$ cat config.mk
export PLATFORM = sky130hd
export DESIGN_NAME = lsi_div_step
export DESIGN_NICKNAME = d
export VERILOG_FILES = /design/src/rtl/core/lsi_pkg.sv /design/src/rtl/core/lsi_div_step.sv
export SDC_FILE = /design/constraint.sdc
export NUM_CORES = 1
export LEC_CHECK = 0
export BUFFER_PORTS_ARGS = -buffer_cell sky130_fd_sc_hd__buf_2
export CAP_MARGIN = 0
export CORE_ASPECT_RATIO = 0.5
export CORE_MARGIN = 2
export CORE_UTILIZATION = 25
export CTS_BUF_LIST = sky130_fd_sc_hd__clkbuf_8
export DETAILED_ROUTE_END_ITERATION = 10
export PLACE_DENSITY = 0.49
export SETUP_SLACK_MARGIN = 0.5
export SKIP_CTS_REPAIR_TIMING = 1
export SYNTH_ARGS = -nofsm -noshare
export SYNTH_HDL_FRONTEND = slang
export SYNTH_SLANG_ARGS = --single-unit
$ cat constraint.sdc
create_clock -name clk -period 2.2 [get_ports clk]
set_input_delay 0.22 -clock clk [delete_from_list [all_inputs] [get_ports clk]]
set_output_delay 0.22 -clock clk [all_outputs]
set_load 0.05 [all_outputs]
$ cat src/rtl/core/lsi_pkg.sv
// Package of the line segment intersection block: sizes, derived widths and stage types.
// No dependencies; used by every module of the block.
package lsi_pkg;

    localparam int COORD_BITS = 16;
    localparam int FRAC_BITS  = 16;
    localparam int POINT_BITS = 40;

    localparam int DIFF_W   = COORD_BITS + 1;
    localparam int CROSS_W  = 2 * COORD_BITS + 1;
    localparam int DPROD_W  = 2 * DIFF_W;
    localparam int DET_W    = DPROD_W + 1;
    localparam int SPROD_W  = DIFF_W + COORD_BITS;
    localparam int SPART_W  = SPROD_W + 1;
    localparam int SIDE_W   = ((SPART_W > CROSS_W) ? SPART_W : CROSS_W) + 1;
    localparam int NPROD_W  = CROSS_W + DIFF_W;
    localparam int NUM_W    = NPROD_W + 1;
    localparam int SHIFT_W  = NUM_W + FRAC_BITS;
    localparam int EXT_W    = (SHIFT_W > POINT_BITS) ? SHIFT_W : POINT_BITS + 1;
    localparam int HI_W     = EXT_W - POINT_BITS;
    localparam int CMP_W    = (HI_W > DET_W) ? HI_W : DET_W;

    localparam logic [1:0] CMD_SEG_SEG  = 2'd0;
    localparam logic [1:0] CMD_SEG_LINE = 2'd1;
    localparam logic [1:0] CMD_LINE_LINE = 2'd2;

    typedef logic signed [COORD_BITS-1:0] coord_t;
    typedef logic [POINT_BITS-1:0]        point_t;
    typedef logic [DET_W-1:0]             dmag_t;

    typedef struct packed {
        logic valid;
        logic hit;
    } ctrl_t;

    typedef struct packed {
        logic [DET_W-1:0]      rem;
        logic [POINT_BITS-1:0] low;
        logic [POINT_BITS-1:0] quo;
        logic                  ovf;
        logic                  neg;
    } lane_t;

endpackage

$ cat src/rtl/core/lsi_div_step.sv
// One stage of the pipelined restoring divider: one quotient bit for each coordinate.
// Depends on lsi_pkg.
module lsi_div_step (
    input  logic           clk,
    input  logic           rst_n,
    input  logic           adv,
    input  lsi_pkg::ctrl_t ctrl_in,
    input  lsi_pkg::dmag_t dmag_in,
    input  lsi_pkg::lane_t lane_x_in,
    input  lsi_pkg::lane_t lane_y_in,
    output lsi_pkg::ctrl_t ctrl_out,
    output lsi_pkg::dmag_t dmag_out,
    output lsi_pkg::lane_t lane_x_out,
    output lsi_pkg::lane_t lane_y_out
);
    import lsi_pkg::*;

    ctrl_t ctrl_reg;
    dmag_t dmag_reg;
    lane_t lane_x_reg, lane_y_reg, lane_x_next, lane_y_next;

    function automatic lane_t step(lane_t a, dmag_t d);
        logic [DET_W:0] t;
        logic [DET_W:0] t2;
        lane_t r;
        r = a;
        t = {a.rem, a.low[POINT_BITS-1]};
        t2 = t - {1'b0, d};
        r.low = {a.low[POINT_BITS-2:0], 1'b0};
        if (t >= {1'b0, d})
        begin
            r.rem = t2[DET_W-1:0];
            r.quo = {a.quo[POINT_BITS-2:0], 1'b1};
        end
        else
        begin
            r.rem = t[DET_W-1:0];
            r.quo = {a.quo[POINT_BITS-2:0], 1'b0};
        end
        return r;
    endfunction

    always_comb
    begin
        lane_x_next = step(lane_x_in, dmag_in);
        lane_y_next = step(lane_y_in, dmag_in);
    end

    always_ff @(posedge clk or negedge rst_n)
    begin
        if (!rst_n)
        begin
            ctrl_reg <= '0;
        end
        else if (adv)
        begin
            ctrl_reg <= ctrl_in;
        end
    end

    always_ff @(posedge clk)
    begin
        if (adv)
        begin
            dmag_reg <= dmag_in;
            lane_x_reg <= lane_x_next;
            lane_y_reg <= lane_y_next;
        end
    end

    assign ctrl_out = ctrl_reg;
    assign dmag_out = dmag_reg;
    assign lane_x_out = lane_x_reg;
    assign lane_y_out = lane_y_reg;

endmodule

=== After elaboration in Yosys (flattened, before gate mapping) ===
Cells that the tools add are included.

* Flip-flop bits (word level): 269
* Input port bits: 274
* Output and inout bits: 271
* Logic and storage cells: 21

* $add $sub $neg: 2
* $lt $le $gt $ge: 2
* Muxes and demuxes: 4

{| class="wikitable"
|+ Operators by type and width
! operator !! count
|-
| $ge 36x35->1 || 2
|-
| $mux 35 || 2
|-
| $sub 35x35->35 || 2
|-
| $mux 1 || 2
|}

=== Depth between registers and ports, before layout ===
Gate-level depths: netlist (run 1).

* Word-level depth: 2
* Mapped depth: 13

=== Least setup slack after synthesis (run 1) ===
Ideal clock, no wire load.

* Path kind: input to register
* Start: input port lane_x_in[81] in the netlist's numbering
* End: register lane_x_reg, in the netlist lane_x_out[100] (data pin)
* Library setup time: 0.260 ns
* Arrival: 2.615 ns
* Required time: 1.940 ns
* Slack: -0.676 ns
* Cell stages on the path: 12
* Path through: inv_1 > ha_1 > fa_1 > nand2b_1 > a211oi_2 > nor3_2 > o21a_2 > o21ai_2 > a21oi_2 > a21oi_4 > buf_12 > mux2_4

{| class="wikitable"
|+ RTL lines
! what !! RTL line !! source
|-
| start: declaration || lsi_div_step.sv:9 || <nowiki>input lsi_pkg::lane_t lane_x_in,</nowiki>
|-
| end signal: assignment || lsi_div_step.sv:66 || <nowiki>lane_x_reg <= lane_x_next;</nowiki>
|-
| end: declaration || lsi_div_step.sv:20 || <nowiki>lane_t lane_x_reg, lane_y_reg, lane_x_next, lane_y_next;</nowiki>
|}

==> key figures, run 1 <==
Die
  – Starting density of the core: 0.2533
  – Die area: 0.05461 mm^2
  – Number of cell rows: 59
  – Total I/O pin count: 545
  – Die width: 328.5 um
  – CORE AREA: 0.05197 mm^2
  – Die Y: 166.3 um

Place
  – Pre-CTS setup slack: -899.2 ps
  – PortBufs: 540
  – Detail Placement HPWL: 39550 um
  – GP Congestion: 0.8405
  – Total placed cells including tap cells: 2458

STA
  – Final Cycle Share: 1.054
  – RSZ-0062 raised after global routing: true
  – Final setup fails: 35
  – Final WS setup: -118.1 ps
  – Least-Margin Pin Slew: 516.5 ps
  – Final Max Tran Viols: 0
  – Hold slack: 11.61 ps
  – Setup Skew: 0 ps
  – Slew headroom: 0.6467
  – Max Freq: 431.4 MHz
  – Fin. Hold Viols: 0
  – Min cycle time layout: 2318 ps

Logic synthesis
  – Syn Area/Cell: 13.65 um^2
  – Mux share of post-synthesis cell area: 0.04943
  – XOR/XNOR share of the synthesized area: 0.04125
  – Synth Area in Simple Gates: 0.06854
  – Synth area leaders: edfxtp_1 (61%), ha_1 (6.7%), a21oi_1 (3.2%), mux2_4 (3.1%), a21o_1 (2.3%)
  – EDFF count, synth: 267
  – Commonest register cell after synthesis: edfxtp_1
  – Largest family of logic cells by synthesized area: compound AO/OA/AOI/OAI gates
  – Top post-synthesis cells by count: edfxtp_1 (267), a21oi_1 (83), ha_1 (70)
  – Synthesis warning total: 0
  – Yosys cell types: 79
  – Flops & latches, synth: 269
  – Post-synth top area share: 0.6091
  – Dominant cell type by area after synthesis: edfxtp_1
  – Post-Synth Adder-Cell Area: 0.06958
  – Post-synthesis compound-gate area fraction: 0.1236
  – Ys async rst share: 0.007435
  – Post-Syn Area: 0.01316 mm^2
  – Cell with the most instances after synthesis: edfxtp_1
  – Post-Synthesis Cells: 964
  – Sequential share of the synthesized area: 0.6129

Min path
  – Worst hold path depth: 3
  – Worst hold start: lane_y_in[106]
  – Hold Path End: lane_y_out[107]$_DFFE_PP_
  – Min-Delay Path Class: in -> reg

CTS
  – Clock buffer count from CTS: 45
  – Clk slew on worst S/H paths: 80 ps
  – Worst-Skew Late Latency: 580 ps
  – H-tree depth: 2
  – Maximum root-to-sink buffer count: 3
  – CTS root buf: clkbuf_8
  – CTS tree: built
  – Sink Count: 269

Critical path
  – RR Endpoint: ctrl_out[1]$_DFFE_PN0P_
  – Crit path required time: 2550 ps
  – Setup crit end kind: flop
  – Nature of the critical path startpoint: primary input
  – Flop2flop setup slack: 1430 ps
  – Critical path class: in -> reg
  – Worst-path fanout max: 3
  – WP data arrival: 2670 ps
  – Crit path from: dmag_in[1]
  – R2R cell count: 1
  – RR Startpoint: ctrl_out[1]$_DFFE_PN0P_

Global route
  – Largest net degree at the start of global routing: 52
  – First-pass GRT wire length: 69580 um
  – Total GRT Usage: 0.1700
  – Initial antenna violation count: 1
  – GRT Residual Overflow: 0
  – Vias in the first global route: 11105

Routing
  – DR iter-0 viols: 699
  – DRC viols: 0
  – DRT Pass-1 Iters: 5
  – Routed WL: 51910 um
  – Vias/cell: 4.313
  – Remaining antenna violation count after routing: 0
  – WL/cell: 18.50 um
  – DR vias: 12097

Finish
  – Sequential cell area: 0.008068 mm^2
  – Layout cells sized above 1: 0.5500
  – Fillcell total: 4809
  – Area occupied by multi-input gates: 0.005862 mm^2
  – Layout Nets: 2420
  – Non-filler cells, final: 2805
  – Synthesis-to-finish area growth: 81.71%

Power and ir drop
  – Int Power: 0.01093 W
  – Power after layout: 0.01698 W
  – P_leak: 10.56 nW
  – Register share of total power: 0.379
  – Switching portion of total power: 0.3566
  – Combinational power share: 0.367
  – Cell Pwr Density: 710.0 mW/mm^2
  – Switch Pwr: 0.006056 W
  – Clock share of power: 0.254
  – Worst IR drop on VDD: 589.9 uV

Job
  – Max-Cap Viols: 0

Status
  – Status: finished with violations
  – Failing checks: setup timing
==> registers in the layout, indices dropped and copies added (netlist names) <==
signal,cells
ctrl_out,2
dmag_out,35
lane_x_out,116
lane_y_out,116
==> final cells by class <==
| cell class | instances | share of cell area |
|---|---|---|
| Timing Repair Buffer | 1096 | 0.3352 |
| Multi-Input combinational cell | 608 | 0.2451 |
| Sequential cell | 269 | 0.3373 |
| Antenna cell | 2 | 0.0002092 |
| Clock inverter | 30 | 0.008004 |
| Inverter | 54 | 0.01161 |
| Tap cell | 701 | 0.03667 |
| Clock buffer | 45 | 0.02589 |
==> metrics by stage <==
stage               instance area [um^2]    util  setup TNS (ps)
CTS                                20130  0.3874          -10160
floorplan                          13810       -          -28800
global route                       23910  0.4601           -4289
global placement                   19320  0.3718          -54290
finish                             23920  0.4602           -1961
detailed placement                 19320  0.3718          -55890
==> cell families after synthesis <==
| kind of cell | count (synthesis) |
|---|---|
| adders and majority gates | 72 |
| DFF | 269 |
| other | 1 |
| buffers and inverters | 88 |
| AOI/OAI and AO/OA | 247 |
| muxes | 49 |
| and+or+nand+nor | 176 |
| xor gates and xnor gates | 62 |
==> power by group through the flow <==
stage,registers (W),clock network (W),logic [W]
2_1_floorplan,0.00833,0,0.00167
3_3_place_gp,0.00652,0,0.00543
3_5_place_dp,0.00653,0,0.00544
4_1_cts,0.00643,0.00448,0.00545
5_1_grt,0.00647,0.00469,0.00657
6_report,0.00643,0.00432,0.00624
==> routing by layer <==
layer | wire, um | vias up | GRT usage
met5 | 7 | - | 0
met4 | 842 | 2 | 0.03832
met3 | 1663 | 69 | 0.02771
met2 | 27790 | 212 | 0.3091
met1 | 21600 | 5938 | 0.2102
li1 | - | 5876 | -
==> layout by cell type (no fill, tap or decap), types with 6 or more instances in the layout <==
cell type      count
a31oi_1            7
inv_2             13
mux2_4            45
xnor2_1           34
clkbuf_16          7
clkinv_1           8
a21oi_1           47
nor2_4            19
buf_12            15
nand2_1           32
a21oi_4            8
nor2_2             6
xor2_1            28
buf_6             20
nor2b_1            8
inv_1             42
o21ai_2            7
buf_4            281
o21bai_1           6
ha_4              37
a21oi_2           33
a21o_1            40
nand3_1           14
o21ai_1            7
dlygate4sd3_1    241
buf_8             11
buf_2            520
edfxtp_1         267
ha_1              31
clkbuf_8          45
nor2_1            34
o21ai_0           25
nand4_1           12
o21a_1            10
a211oi_1           6
==> worst max-delay path, stage by stage <==
cell and delay [ps]:
buf_12 110, inv_8 50, ha_4 190, nor2b_4 120
o31a_1 340, o2111ai_2 260, a31oi_2 160, a2111o_1 520
nand3_2 120, a21boi_2 50, or3_1 300, a31o_1 220
==> worst max path at each step <==
| stage | endpoint |
|---|---|
| detailed placement | lane_x_out[116]$_DFFE_PP_ |
| floorplan | lane_x_out[100]$_DFFE_PP_ |
| CTS | lane_x_out[116]$_DFFE_PP_ |
| global placement | lane_x_out[116]$_DFFE_PP_ |
| global route | lane_y_out[115]$_DFFE_PP_ |
| finish | lane_y_out[115]$_DFFE_PP_ |
Power figures use the tool's default switching activity.
==> inputs of run 2 (changes only) <==
--- a/config.mk
+++ b/config.mk
@@ -13,6 +13,7 @@
 export CTS_BUF_LIST = sky130_fd_sc_hd__clkbuf_8
 export DETAILED_ROUTE_END_ITERATION = 10
 export PLACE_DENSITY = 0.49
+export REMOVE_ABC_BUFFERS = 1
 export SETUP_SLACK_MARGIN = 0.5
 export SKIP_CTS_REPAIR_TIMING = 1
 export SYNTH_ARGS = -nofsm -noshare
==> run 2 against run 1 <==
Net effect: the flow still finishes with violations (setup timing); hold slack improved by 4.3 ps; fmax grew 0.23%; cell area fell by 0.36%; sequential cell count unchanged; critical path depth up 2.
==> key figures, run 2 (synthesis results as in run 1) <==
Status
  – Status: finished with violations
  – Failing checks: setup timing

CTS
  – H-tree depth: 2
  – CTS root buf: clkbuf_8
  – CTS tree: built
  – Clock buffer count from CTS: 44
  – Worst-Skew Late Latency: 590 ps
  – Clk slew on worst S/H paths: 60 ps
  – Sink Count: 269
  – Maximum root-to-sink buffer count: 3

Die
  – Starting density of the core: 0.2533
  – Number of cell rows: 59
  – Die Y: 166.3 um
  – Total I/O pin count: 545
  – Die area: 0.05461 mm^2
  – CORE AREA: 0.05197 mm^2
  – Die width: 328.5 um

Finish
  – Most frequent cells in the layout: buf_2 (533), buf_4 (280), edfxtp_1 (267), dlygate4sd3_1 (250), a21oi_1 (51)
  – Synthesis-to-finish area growth: 81.06%
  – Layout Nets: 2427
  – Commonest non-fill, non-tap cell in the layout: buf_2
  – Layout cells sized above 1: 0.5479

Critical path
  – Flop2flop setup slack: 1430 ps
  – Crit path required time: 2540 ps
  – RR Endpoint: ctrl_out[1]$_DFFE_PN0P_
  – Nature of the critical path startpoint: primary input
  – R2R cell count: 1
  – RR Startpoint: ctrl_out[1]$_DFFE_PN0P_
  – Critical path class: in -> reg
  – Setup crit end kind: flop
  – Worst-path fanout max: 6
  – WP data arrival: 2650 ps

Place
  – Detail Placement HPWL: 39470 um
  – PortBufs: 540
  – GP Congestion: 0.8664

Routing
  – DR vias: 12172
  – Remaining antenna violation count after routing: 0
  – Routed WL: 53400 um
  – DRT Pass-1 Iters: 5
  – DRC viols: 0
  – WL/cell: 18.99 um
  – Vias/cell: 4.329
  – DR iter-0 viols: 719

STA
  – Setup Skew: 0 ps
  – Final WS setup: -112.8 ps
  – Hold slack: 15.91 ps
  – Setup_tns: -4622 ps
  – Final Cycle Share: 1.051
  – Fin. Hold Viols: 0
  – Max Freq: 432.4 MHz
  – Final Max Tran Viols: 0
  – Final setup fails: 58
  – Min cycle time layout: 2313 ps
  – RSZ-0062 raised after global routing: true

Global route
  – Vias in the first global route: 10993
  – GRT Residual Overflow: 0
  – Total GRT Usage: 0.1707
  – First-pass GRT wire length: 69920 um
  – Initial antenna violation count: 2
  – Largest net degree at the start of global routing: 64

Min path
  – Worst hold path depth: 3
  – Worst hold start: lane_y_in[108]
  – Hold Path End: lane_y_out[109]$_DFFE_PP_
  – Min-Delay Path Class: in -> reg

Power and ir drop
  – Cell Pwr Density: 718.7 mW/mm^2
  – P_leak: 10.56 nW
  – Worst IR drop on VDD: 458.5 uV

Job
  – Max-Cap Viols: 0
run 2: routing by layer:
layer  wire, um  global-route usage  part of all wire  up-vias
met5          0                   0                 0        -
met3       2069             0.03440             0.039       75
li1           -                   -                 -     5897
met4        947             0.03296             0.018        0
met2      27720              0.3023              0.52      230
met1      22660              0.2154              0.42     5970
run 2: power by group:
part           switching [W]  total [W]  leakage (nW)  internal, W
Sequential          0.000168    0.00644          2.64      0.00627
Combinational        0.00372    0.00622          7.46      0.00250
Clock                0.00221    0.00447         0.459      0.00227
Total                0.00610     0.0171          10.6       0.0110
run 2: worst max-delay path, cell delays in order:
cell	delay, ps
buf_8	100
ha_4	150
fa_2	350
nand2b_4	160
a211oi_2	180
buf_4	180
nor3_4	50
o21a_2	230
o21ai_2	150
a21oi_2	90
a21oi_4	130
buf_12	170
clkbuf_16	170
mux2_4	300
run 2: final cells by class:
class / instances / area, um^2
repair buffers: 1104 / 7968
multi-input cells: 608 / 5849
fillers: 4847 / 28140
well taps: 701 / 877.1
diodes: 1 / 2.502
clock buffers: 45 / 619.3
clock inverters: 30 / 216.5
inverters: 54 / 232.7
flip-flops and latches: 269 / 8068
run 2: how the worst max path moves through the flow:
stage | start | to | slack, ps
floorplan | lane_x_in[81] | lane_x_out[116]$_DFFE_PP_ | -1190
global placement | dmag_in[0] | lane_y_out[96]$_DFFE_PP_ | -910
detailed placement | dmag_in[0] | lane_x_out[116]$_DFFE_PP_ | -920
CTS | dmag_in[0] | lane_x_out[116]$_DFFE_PP_ | -280
global route | dmag_in[0] | lane_y_out[86]$_DFFE_PP_ | -140
finish | dmag_in[0] | lane_x_out[98]$_DFFE_PP_ | -110
run 2: metrics by stage:
| step | instances | util | total power, W | setup WS [ps] | cell area (um^2) |
|---|---|---|---|---|---|
| 4_1_cts | 2525 | 0.3753 | 0.01624 | -277.8 | 19500 |
| 6_report | 2812 | 0.4586 | 0.01713 | -112.8 | 23830 |
| 2_1_floorplan | 931 | - | 0.009712 | -1191 | 12920 |
| 3_5_place_dp | 2450 | 0.3592 | 0.01170 | -921.1 | 18670 |
| 5_1_grt | 2812 | 0.4586 | 0.01787 | -142.1 | 23830 |
| 3_3_place_gp | 2450 | 0.3592 | 0.01169 | -911.7 | 18670 |
==> inputs of run 3 (changes only) <==
--- a/config.mk
+++ b/config.mk
@@ -9,10 +9,10 @@
 export CAP_MARGIN = 0
 export CORE_ASPECT_RATIO = 0.5
 export CORE_MARGIN = 2
-export CORE_UTILIZATION = 25
+export CORE_UTILIZATION = 35
 export CTS_BUF_LIST = sky130_fd_sc_hd__clkbuf_8
 export DETAILED_ROUTE_END_ITERATION = 10
-export PLACE_DENSITY = 0.49
+export PLACE_DENSITY = 0.63
 export REMOVE_ABC_BUFFERS = 1
 export SETUP_SLACK_MARGIN = 0.5
 export SKIP_CTS_REPAIR_TIMING = 1
==> constraint.sdc (replaced) <==
create_clock -name clk -period 2.2 [get_ports clk]
set_input_delay 0.22 -clock clk [delete_from_list [all_inputs] [get_ports clk]]
set_output_delay 0.22 -clock clk [all_outputs]
set_load 0.01 [all_outputs]
==> run 3 against run 2 <==
Net effect: the run ends with hold timing, setup timing left; register-to-register slack about the same; wire length is 1.9% lower; clock skew did not move; sequential power hardly changed; critical path type unchanged; critical endpoint is now lane_x_out[110]$_DFFE_PP_.
==> key figures, run 3 (synthesis results as in run 1) <==
Routing
  – DR WL met3: 4037 um
  – DR vias: 12484
  – DRT Pass-1 Iters: 5
  – Vias/cell: 4.865
  – Remaining antenna violation count after routing: 0
  – DRC viols: 0
  – Met2 Wirelength: 26100 um
  – M1 wire length: 21110 um
  – Top routing layer used: met5
  – DR iter-0 viols: 978
  – WL/cell: 20.41 um
  – Routed WL: 52360 um

Finish
  – Sequential cell area: 0.008068 mm^2
  – Layout Nets: 2384
  – Synthesis-to-finish area growth: 73.85%
  – Most frequent cells in the layout: buf_2 (531), edfxtp_1 (267), buf_4 (247), dlygate4sd3_1 (236), a21oi_1 (64)
  – Fillcell total: 2821
  – Commonest non-fill, non-tap cell in the layout: buf_2
  – Post-layout util: 0.6148
  – Layout cells sized above 1: 0.5259
  – Area occupied by multi-input gates: 0.005574 mm^2

STA
  – Final setup fails: 51
  – Final Max Tran Viols: 0
  – Least-Margin Pin Slew: 546.1 ps
  – Fin. Hold Viols: 1
  – Hold slack: -1.284 ps
  – Min cycle time layout: 2462 ps
  – Final WS setup: -261.9 ps
  – Setup_tns: -8455 ps
  – Slew headroom: 0.6265
  – Setup Skew: 0 ps
  – RSZ-0062 raised after global routing: true
  – Final Cycle Share: 1.119
  – Max Freq: 406.2 MHz

Critical path
  – WP data arrival: 2790 ps
  – Slowest stage delay, CP: 390 ps
  – RR Startpoint: ctrl_out[0]$_DFFE_PN0P_
  – RR Endpoint: ctrl_out[0]$_DFFE_PN0P_
  – Crit path required time: 2530 ps
  – Worst-path fanout max: 5
  – Setup crit end kind: flop
  – R2R cell count: 1
  – CP cell instances: buf_6, inv_4, ha_4, fa_2, nand2b_4, a211oi_4, nor3_4, o21a_4, o21ai_4, a21oi_2, a21oi_4, buf_12, clkbuf_16, mux2_4
  – Critical path class: in -> reg
  – Flop2flop setup slack: 1430 ps
  – Slowest cell on crit path: fa_2
  – Nature of the critical path startpoint: primary input

Die
  – Die width: 278.3 um
  – Die Y: 141.1 um
  – Die area: 0.03927 mm^2
  – Total I/O pin count: 545
  – Starting density of the core: 0.3536
  – CORE AREA: 0.03722 mm^2
  – Number of cell rows: 50

Global route
  – Initial antenna violation count: 9
  – GRT Residual Overflow: 0
  – Largest net degree at the start of global routing: 55
  – First-pass GRT wire length: 64660 um
  – Total GRT Usage: 0.2183
  – Vias in the first global route: 10644

Min path
  – Worst hold start: lane_y_in[111]
  – Hold Path End: lane_y_out[112]$_DFFE_PP_
  – Min-Delay Path Class: in -> reg
  – Worst hold path depth: 3

CTS
  – Clock buffer count from CTS: 43
  – Maximum root-to-sink buffer count: 3
  – H-tree depth: 2
  – CTS tree: built
  – CTS root buf: clkbuf_8
  – Worst-Skew Late Latency: 580 ps
  – Sink Count: 269
  – Clk slew on worst S/H paths: 70 ps

Place
  – GP Congestion: 0.9115
  – Pre-CTS setup slack: -952.4 ps
  – PortBufs: 540
  – Detail Placement HPWL: 36900 um

Power and ir drop
  – Cell Pwr Density: 660.0 mW/mm^2
  – Worst IR drop on VDD: 320.8 uV
  – Power after layout: 0.01510 W
  – P_leak: 10.31 nW

Status
  – Failing checks: hold timing, setup timing
  – Status: finished with violations

Job
  – Max-Cap Viols: 0
[run 3: changes by cell type in the layout (fill, tap and decap cells not counted), sizes merged]
cell         delta
clkbuf          -3
diode           +6
buf            -26
clkinv          -5
inv             +1
bufinv          -2
dlygate4sd3    -14
clkinvlp        +4
[run 3: area by class of cell]
cell class | count | share of cell area
Sequential cell | 269 | 0.3526
Inverter | 54 | 0.009842
Clock buffer | 44 | 0.02646
Timing Repair Buffer | 1062 | 0.3328
Multi-Input combinational cell | 608 | 0.2436
Tap cell | 494 | 0.02701
Clock inverter | 28 | 0.006999
Antenna cell | 7 | 0.0007655
[run 3: critical path, delay by kind of cell]
family          cells  cell delay, ps
compound gates      5            1040
fa+ha+maj           2             550
buf+inv             4             410
mux                 1             300
simple gates        2             240
[run 3: layer usage]
| metal | vias up | track usage |
|---|---|---|
| met5 | - | 0 |
| met4 | 4 | 0.06145 |
| met3 | 82 | 0.04309 |
| met2 | 479 | 0.3551 |
| met1 | 6108 | 0.2982 |
| li1 | 5811 | - |
[run 3: stage by stage]
stage                     instance area, um^2  instances
after detailed placement                18270       2223
after floorplan                         12920        931
after global routing                    22880       2565
final                                   22880       2566
after global placement                  18270       2223
after CTS                               19040       2295
[run 3: worst max-delay path by stage]
stage | start | slack (ps) | to | cells after the start
finish | lane_x_in[81] | -260 | lane_x_out[110]$_DFFE_PP_ | 14
global placement | dmag_in[1] | -910 | lane_x_out[109]$_DFFE_PP_ | 15
floorplan | lane_x_in[81] | -1190 | lane_x_out[116]$_DFFE_PP_ | 11
CTS | dmag_in[11] | -370 | lane_y_out[96]$_DFFE_PP_ | 14
detailed placement | dmag_in[11] | -950 | lane_x_out[116]$_DFFE_PP_ | 13
global route | lane_x_in[81] | -280 | lane_x_out[107]$_DFFE_PP_ | 14
[run 3: report_power, final]
part | internal (W) | leakage (nW) | switching (W)
Combinational | 0.00234 | 7.24 | 0.00217
Clock | 0.00198 | 0.425 | 0.00215
Sequential | 0.00627 | 2.64 | 0.000190
Total | 0.0106 | 10.3 | 0.00451
